<file path="config.mk">
export PLATFORM = sky130hd
export DESIGN_NAME = plc_head
export DESIGN_NICKNAME = d
export VERILOG_FILES = /design/src/rtl/plc_pkg.sv /design/src/rtl/plc_head.sv
export SDC_FILE = /design/constraint.sdc
export NUM_CORES = 1
export LEC_CHECK = 0
export ABC_AREA = 0
export BUFFER_PORTS_ARGS = -buffer_cell sky130_fd_sc_hd__buf_2
export CAP_MARGIN = 15
export CORE_MARGIN = 3
export CORE_UTILIZATION = 40
export DETAILED_ROUTE_END_ITERATION = 7
export PLACE_DENSITY_LB_ADDON = 0.1
export SYNTH_ARGS = -nofsm -noshare
export SYNTH_HDL_FRONTEND = slang
export SYNTH_SLANG_ARGS = --single-unit
</file>
<file path="constraint.sdc">
create_clock -name clk -period 7.1 [get_ports clk]
set_input_delay 0.71 -clock clk [delete_from_list [all_inputs] [get_ports clk]]
set_output_delay 0.71 -clock clk [all_outputs]
set_load 0.005 [all_outputs]
</file>
<file path="src/rtl/plc_pkg.sv">
`default_nettype none

package plc_pkg;

  localparam logic [1:0] PTR_UNUSED   = 2'd0;
  localparam logic [1:0] PTR_NORMAL   = 2'd1;
  localparam logic [1:0] PTR_REDIRECT = 2'd2;
  localparam logic [1:0] PTR_DEAD     = 2'd3;

  localparam int CFG_INDEX_W = 2;
  localparam logic [CFG_INDEX_W-1:0] REG_UPPER_LIMIT   = 2'd0;
  localparam logic [CFG_INDEX_W-1:0] REG_SPECIAL_LIMIT = 2'd1;

  localparam logic [14:0] UPPER_LIMIT_RESET   = 15'd0;
  localparam logic [14:0] SPECIAL_LIMIT_RESET = 15'd8192;

  localparam logic [8:0]  OVERLAP_MAX    = 9'd511;
  localparam logic [19:0] PAGE_TOTAL_MAX = 20'hFFFFF;

  typedef struct packed {
    logic        first_of_page;
    logic [1:0]  flags;
    logic [14:0] offset;
    logic [14:0] length;
  } plc_in_t;

  typedef struct packed {
    logic [9:0]  pointer_number;
    logic [2:0]  field_errors;
    logic [8:0]  overlap_count;
    logic [9:0]  pointer_errors;
    logic [19:0] page_errors;
  } plc_out_t;

  typedef struct packed {
    logic        valid;
    logic        first;
    logic        norm;
    logic [14:0] start;
    logic [15:0] stop;
    logic [8:0]  overlaps;
    logic [9:0]  pointer_number;
    logic [2:0]  field_errors;
  } plc_query_t;

endpackage

`default_nettype wire

</file>
<file path="src/rtl/plc_head.sv">
`default_nettype none

module plc_head
  import plc_pkg::*;
#(
  parameter int MAX_POINTERS = 512,
  parameter int CW           = 10
) (
  input  wire logic                   clk,
  input  wire logic                   rst,
  input  wire plc_in_t                item,
  input  wire logic                   item_valid,
  input  wire logic                   advance,
  input  wire logic                   cfg_valid,
  input  wire logic [CFG_INDEX_W-1:0] cfg_index,
  input  wire logic [14:0]            cfg_data,
  output plc_query_t                  q,
  output logic [CW-1:0]               cnt
);

  localparam int PW = $clog2(MAX_POINTERS);
  localparam int NW = PW + 1;

  logic [PW-1:0] pointer_index;
  logic [CW-1:0] stored_count;
  logic [14:0]   upper_limit;
  logic [14:0]   special_limit;

  logic [PW-1:0] idx_cur;
  logic [CW-1:0] cnt_cur;
  logic [NW-1:0] number_full;
  logic [15:0]   stop;
  logic [2:0]    ferr;
  logic          norm;
  logic          accept;

  always_comb begin
    idx_cur     = item.first_of_page ? '0 : pointer_index;
    cnt_cur     = item.first_of_page ? '0 : stored_count;
    number_full = NW'(idx_cur) + NW'(1);
    stop        = 16'(item.offset) + 16'(item.length);
    norm        = (item.flags == PTR_NORMAL);
    ferr        = 3'd0;
    case (item.flags) inside
      PTR_UNUSED, PTR_REDIRECT: begin
        ferr = (item.length != 15'd0) ? 3'd1 : 3'd0;
      end
      PTR_NORMAL: begin
        ferr = 3'(item.length == 15'd0) + 3'(item.offset == 15'd0)
             + 3'(item.offset < upper_limit) + 3'(stop > 16'(special_limit));
      end
      default: ferr = 3'd0;
    endcase
  end

  always_comb begin
    q.valid          = item_valid;
    q.first          = item.first_of_page;
    q.norm           = norm;
    q.start          = item.offset;
    q.stop           = stop;
    q.overlaps       = 9'd0;
    q.pointer_number = 10'(number_full);
    q.field_errors   = ferr;
    cnt              = cnt_cur;
  end

  assign accept = item_valid && advance;

  always_ff @(posedge clk) begin
    if (rst) begin
      pointer_index <= '0;
      stored_count  <= '0;
    end else if (accept) begin
      pointer_index <= (idx_cur < PW'(MAX_POINTERS - 1)) ? idx_cur + PW'(1) : idx_cur;
      stored_count  <= (norm && cnt_cur < CW'(MAX_POINTERS)) ? cnt_cur + CW'(1) : cnt_cur;
    end
  end

  always_ff @(posedge clk) begin
    if (rst) begin
      upper_limit   <= UPPER_LIMIT_RESET;
      special_limit <= SPECIAL_LIMIT_RESET;
    end else if (cfg_valid) begin
      unique case (cfg_index)
        REG_UPPER_LIMIT:   upper_limit   <= cfg_data;
        REG_SPECIAL_LIMIT: special_limit <= cfg_data;
        default: ;
      endcase
    end
  end

endmodule

`default_nettype wire

</file>
==> flow_summary.yaml, run 1 <==
synth:
  synth_cells: 496
  yosysSeqAreaShare: 0.2559
  yosys_warnings: 0
  ys_types: 54
  synthFlopType: "dfxtp_1"
  syn_area_mm2: 0.003834
  synth_enable_flop_cells: 0
  synth-seq-cells: 49
  syn_area_per_cell_um2: 7.729
  synthArstFlopShare: 0
power:
  power.share.combinational: 0.322
  p_clk_frac: 0.249
  total_leakage_power_nw: 1.937
  internal-power_uw: 445.3
  swShare: 0.3297
  ir_worst_vdd_v: 0.00007265
  p_per_area_mw_per_mm2: 150.4
  power_frac_seq: 0.430
  switchingPower_uw: 219.0
clock_tree:
  cts.sinks: 49
  cts_hold_buffers: 0
  cts_buffers: 5
  cts-root-buf: "clkbuf_8"
  insertion_delay_ns: 0.30
  cts_resized: 0
  clock_path_buffers: 2
  htree_levels: 2
  cts_tree: "yes"
  post_cts_buffers: 0
  cts.clk_slew.worst_paths_ns: 0.10
die:
  start_util: 0.4129
  placementRows: 35
  die_w_um: 103.9
  fp.dieH_um: 103.9
  fp.dieArea_mm2: 0.01080
  io_pins: 121
  fp.coreArea_mm2: 0.009284
sta:
  relSlewSlack: 0.3534
  finClkSkew_ns: 0.006032
  fin_setup_tns_ns: 0
  setup_violations: 0
  hold_violations: 0
  finalMaxSlewViolations: 0
  fmaxAchievable_mhz: 174.8
  timing.final.crit_share: 0.8056
  rsz0062_at_grt: "no"
  worstMarginPinSlew_ns: 0.9656
  period_minus_slack_ns: 5.720
  whs_ns: 0.4575
drt:
  via_per_inst: 4.979
  wire_per_inst_um: 13.90
  detail_route.drc_violations: 0
  vias: 3540
  first_iter_violations: 154
  routed_wl_um: 9886
  drt_first_pass_iters: 4
  drtAntennaViolNets: 0
cells_and_area:
  drive_above_1_share: 0.2285
  register_area_um2: 980.9
  diodes: 0
  syn2layout_area_growth_pct: 15.24
  multi_input_area_mm2: 0.002494
  fill_cells: 988
  nets: 686
global_route:
  grt_pass1_vias: 3403
  antenna_found_initial: 0
  grt_max_degree: 50
  grt_overflow: 0
  track_usage: 0.1815
  grt_pass1_wl_um: 16370
placed_design:
  port-buffer-count: 111
  gp_congestion: 0.9766
  dp_hpwl_um: 8055
setup_path:
  start_kind: "input pin"
  path_max_fanout: 3
  cp-end-kind: "output pin"
  critical_path.max_stage_delay_ns: 0.49
  path_common_cell: "ha_1"
  crit_arrival_ns: 5.01
  crit_slowest_cell: "fa_1"
  crit_buf_inv: 2
  cp.required_ns: 6.39
  crit_chain: "buf_2 -> ha_1 -> fa_1 -> a211oi_1 -> o211ai_1 -> a21oi_1 -> o21ai_0 -> xnor2_1 -> ha_1 -> a21o_1 -> a21oi_1 -> o21ai_0 -> a2111oi_0 -> o21bai_1 -> fa_1 -> ha_1 -> ha_1 -> and2_1 -> buf_2"
  path_class: "input pin to output pin"
  cpLargestDelayFamily: "adder cells"
min_path:
  hold_path.class: "register to register"
flow_run:
  maxCapViolCount: 0
status:
  status: "finished clean"
cell usage in the layout (no fill, tap or decap), types with 6 or more instances in the layout:
cell and instances:
a21o_1 12, a21oi_1 49, buf_2 111, conb_1 9, dfxtp_1 49, ha_1 48
inv_1 37, nand2_1 82, nand2b_1 8, nand3_1 6, nor2_1 35, nor2b_1 13
nor3_1 6, nor4_1 6, o21ai_0 14, xnor2_1 14, xor2_1 9
Yosys cell counts, types with 4 or more instances:
| library cell | count | area share |
|---|---|---|
| dfxtp_1 | 49 | 0.26 |
| ha_1 | 48 | 0.16 |
| a211oi_1 | 5 | 0.0098 |
| nor2_1 | 35 | 0.034 |
| nand4_1 | 5 | 0.0082 |
| o21a_1 | 4 | 0.0078 |
| nand2b_1 | 8 | 0.013 |
| inv_1 | 37 | 0.036 |
| o21ai_0 | 14 | 0.018 |
| xor2_1 | 9 | 0.021 |
| a21oi_1 | 49 | 0.064 |
| a21o_1 | 12 | 0.023 |
| nand2_1 | 82 | 0.080 |
| mux2i_1 | 5 | 0.013 |
| xnor2_1 | 14 | 0.032 |
| nor4_1 | 6 | 0.0098 |
| buf_4 | 27 | 0.053 |
| nor2b_1 | 13 | 0.021 |
| clkbuf_1 | 14 | 0.014 |
| nand3_1 | 6 | 0.0078 |
| nor3_1 | 6 | 0.0078 |
cell type report:
cell class | instances | area share
inverter | 37 | 0.03144
tap | 129 | 0.03653
timing repair buffer | 111 | 0.1257
clock buffer | 6 | 0.01643
sequential | 49 | 0.2220
multi-input combinational | 377 | 0.5644
clock inverter | 2 | 0.003398
per-stage QoR:
step / util / total power, mW / instances / setup slack [ns] / instance area, um^2
finish: 0.4759 / 0.6643 / 711 / 1.380 / 4418
global route: 0.4759 / 0.7104 / 711 / 0.9850 / 4418
CTS: 0.4759 / 0.6723 / 711 / 1.362 / 4418
detailed placement: 0.4664 / 0.5074 / 703 / 1.373 / 4330
global placement: 0.4664 / 0.5040 / 703 / 1.470 / 4330
floorplan: - / 0.4361 / 504 / 1.947 / 3864
kinds of logic (layout without fill, tap and decap cells):
| logic type | Yosys count | count (layout) | synth area share |
|---|---|---|---|
| AND/OR/NAND/NOR | 183 | 183 | 0.2343 |
| flip-flops | 49 | 49 | 0.2559 |
| multiplexers | 5 | 5 | 0.01306 |
| buffers and inverters | 78 | 156 | 0.1028 |
| AO/OA/AOI/OAI | 107 | 107 | 0.1733 |
| XOR/XNOR | 23 | 23 | 0.05255 |
| adder cells (fa/ha/maj) | 50 | 50 | 0.1671 |
| other | 1 | 9 | 0.0009782 |
worst min-delay path: cells and delay by family (launching register included):
| kind | cells | cell delay (ns) |
|---|---|---|
| AOI/OAI and AO/OA | 1 | 0.05 |
| DFF | 1 | 0.32 |
| and+or+nand+nor | 1 | 0.05 |
power by group through the flow:
stage | Clock, mW | Sequential, mW | Combinational, mW
final | 0.165 | 0.285 | 0.214
after global routing | 0.180 | 0.286 | 0.244
after CTS | 0.170 | 0.285 | 0.216
after detailed placement | 0 | 0.292 | 0.215
after global placement | 0 | 0.292 | 0.212
after floorplan | 0 | 0.290 | 0.146
routing by layer:
layer,vias up,share of wire,global-route usage
li1,1824,-,-
met1,1607,0.46,0.2391
met2,101,0.46,0.3027
met3,8,0.069,0.04345
met4,0,0.012,0.03894
met5,-,0,0
path summary, 6_finish.rpt:
check / cells after the start / endpoint / slack [ns] / from
min: 2 / special_limit[8] / 0.46 / special_limit[8]
min reg2reg: 2 / special_limit[8] / 0.46 / special_limit[8]
max reg2reg: 8 / pointer_index[8] / 5.39 / pointer_index[0]
max: 19 / q[1] / 1.38 / item[0]
sequential cells by signal (all words and copies together), names as in the netlist:
signal         flops
special_limit     15
pointer_index      9
stored_count      10
upper_limit       15
Note: power is estimated with default switching activity, not from simulation.
==> inputs of run 2 (changes only) <==
==> constraint.sdc (replaced) <==
create_clock -name clk -period 5.4 [get_ports clk]
set_input_delay 0.54 -clock clk [delete_from_list [all_inputs] [get_ports clk]]
set_output_delay 0.54 -clock clk [all_outputs]
set_load 0.005 [all_outputs]
==> flow_summary.yaml, run 2 (synthesis gave the netlist of run 1 again) <==
status:
  status: "finished clean"
sta:
  timing.final.crit_share: 0.9437
  worstMarginPinSlew_ns: 0.9974
  finClkSkew_ns: 0.009783
  finalMaxSlewViolations: 0
  rsz0062_at_grt: "no"
  relSlewSlack: 0.3322
  period_minus_slack_ns: 5.096
  setup_violations: 0
  hold_violations: 0
  fmaxAchievable_mhz: 196.2
  fin_setup_tns_ns: 0
setup_path:
  ff2ff_setup_slack_ns: 3.72
  cp.required_ns: 4.86
  start_kind: "input pin"
  critical_path.max_stage_delay_ns: 0.49
  crit_arrival_ns: 4.56
  crit_chain: "buf_2 -> ha_1 -> fa_1 -> a211oi_2 -> o211ai_1 -> a21oi_2 -> o21ai_0 -> xnor2_1 -> ha_1 -> a21o_1 -> a21oi_1 -> o21ai_1 -> a2111oi_2 -> o21bai_1 -> fa_1 -> ha_1 -> ha_1 -> and2_1 -> buf_2"
  path_common_cell: "ha_1"
  path_class: "input pin to output pin"
  cp-end-kind: "output pin"
  crit_slowest_cell: "fa_1"
  r2r_cells: 8
  cpLargestDelayFamily: "adder cells"
  crit_cells: 19
  crit_buf_inv: 2
  path_max_fanout: 3
global_route:
  grt_pass1_vias: 3383
  grt_pass1_wl_um: 16140
  grt_overflow: 0
  grt_max_degree: 50
  use_met1: 0.2382
  track_usage: 0.1779
  antenna_found_initial: 0
  met3_usage: 0.03228
  met2_usage: 0.2934
  top_usage_layer: "met2"
cells_and_area:
  final_common_cell: "buf_2"
  fin_area_mm2: 0.004463
  syn2layout_area_growth_pct: 16.42
  diodes: 0
  top_regs: "special_limit: 15 flops, upper_limit: 15 flops, stored_count: 10 flops"
  nets: 690
  drive_above_1_share: 0.2389
  layout_common_cells: "buf_2, nand2_1, dfxtp_1"
drt:
  routed_wl_um: 9814
  wire_per_inst_um: 13.73
  drtAntennaViolNets: 0
  via_per_inst: 4.976
  detail_route.drc_violations: 0
  vias: 3558
  drt_first_pass_iters: 4
  first_iter_violations: 156
clock_tree:
  cts_tree: "yes"
  cts_hold_buffers: 0
  cts.sinks: 49
  htree_levels: 2
  cts_buffers: 5
  clock_path_buffers: 2
  cts-root-buf: "clkbuf_8"
  cts.clk_slew.worst_paths_ns: 0.10
  insertion_delay_ns: 0.30
min_path:
  hold_path.class: "input pin to register"
  whs_path_depth: 2
die:
  placementRows: 35
  fp.coreArea_mm2: 0.009284
  fp.dieH_um: 103.9
  start_util: 0.4129
  die_w_um: 103.9
  fp.dieArea_mm2: 0.01080
  io_pins: 121
power:
  p_per_area_mw_per_mm2: 198.4
  power_uw: 885.6
  ir_worst_vdd_v: 0.0001189
  total_leakage_power_nw: 1.959
flow_run:
  maxCapViolCount: 0
placed_design:
  dp_hpwl_um: 7993
  gp_congestion: 0.9074
  port-buffer-count: 111
  placed_area_mm2: 0.004353
## run 2: cell count changes in the layout (fill, tap and decap cells not counted), sizes merged
cell,change
buf,+4
## run 2: cell type report
class | instances | area [um^2]
Clock buffer | 6 | 72.57
Clock inverter | 2 | 15.01
Fill cell | 977 | 4821
Inverter | 37 | 138.9
Multi-Input combinational cell | 377 | 2509
Sequential cell | 49 | 980.9
Tap cell | 129 | 161.4
Timing Repair Buffer | 115 | 585.6
## run 2: per-stage QoR
step,hold slack [ns],setup slack [ns],util,cells
finish,0.4500,0.3041,0.4807,715
global route,0.4433,0.01649,0.4807,715
CTS,0.4436,0.02188,0.4784,714
detailed placement,0.4465,-0.05080,0.4689,706
global placement,0.4445,0.1447,0.4689,706
floorplan,0.4363,0.5869,-,504
## run 2: repair_timing
action	4_1_cts	5_1_grt
setup buffers	0	1
endpoints found under the setup margin	1	3
pin swaps	0	8
gates resized for setup	1	4
## run 2: path summary, 6_finish.rpt
kind               startpoint           endpoint
max                   item[0]               q[1]
min              cfg_data[13]  special_limit[13]
max reg2reg  pointer_index[0]   pointer_index[8]
min reg2reg  special_limit[1]   special_limit[1]
## run 2: where the power goes
group	total [mW]	switching, mW	internal, mW	leakage (nW)
clock	0.217	0.125	0.0915	0.0374
sequential	0.375	0.00517	0.370	0.397
combinational	0.294	0.162	0.132	1.52
## run 2: metal layers
metal	wire [um]	share of wire
met3	539	0.055
met2	4386	0.45
met1	4700	0.48
met5	0	0
met4	187	0.019
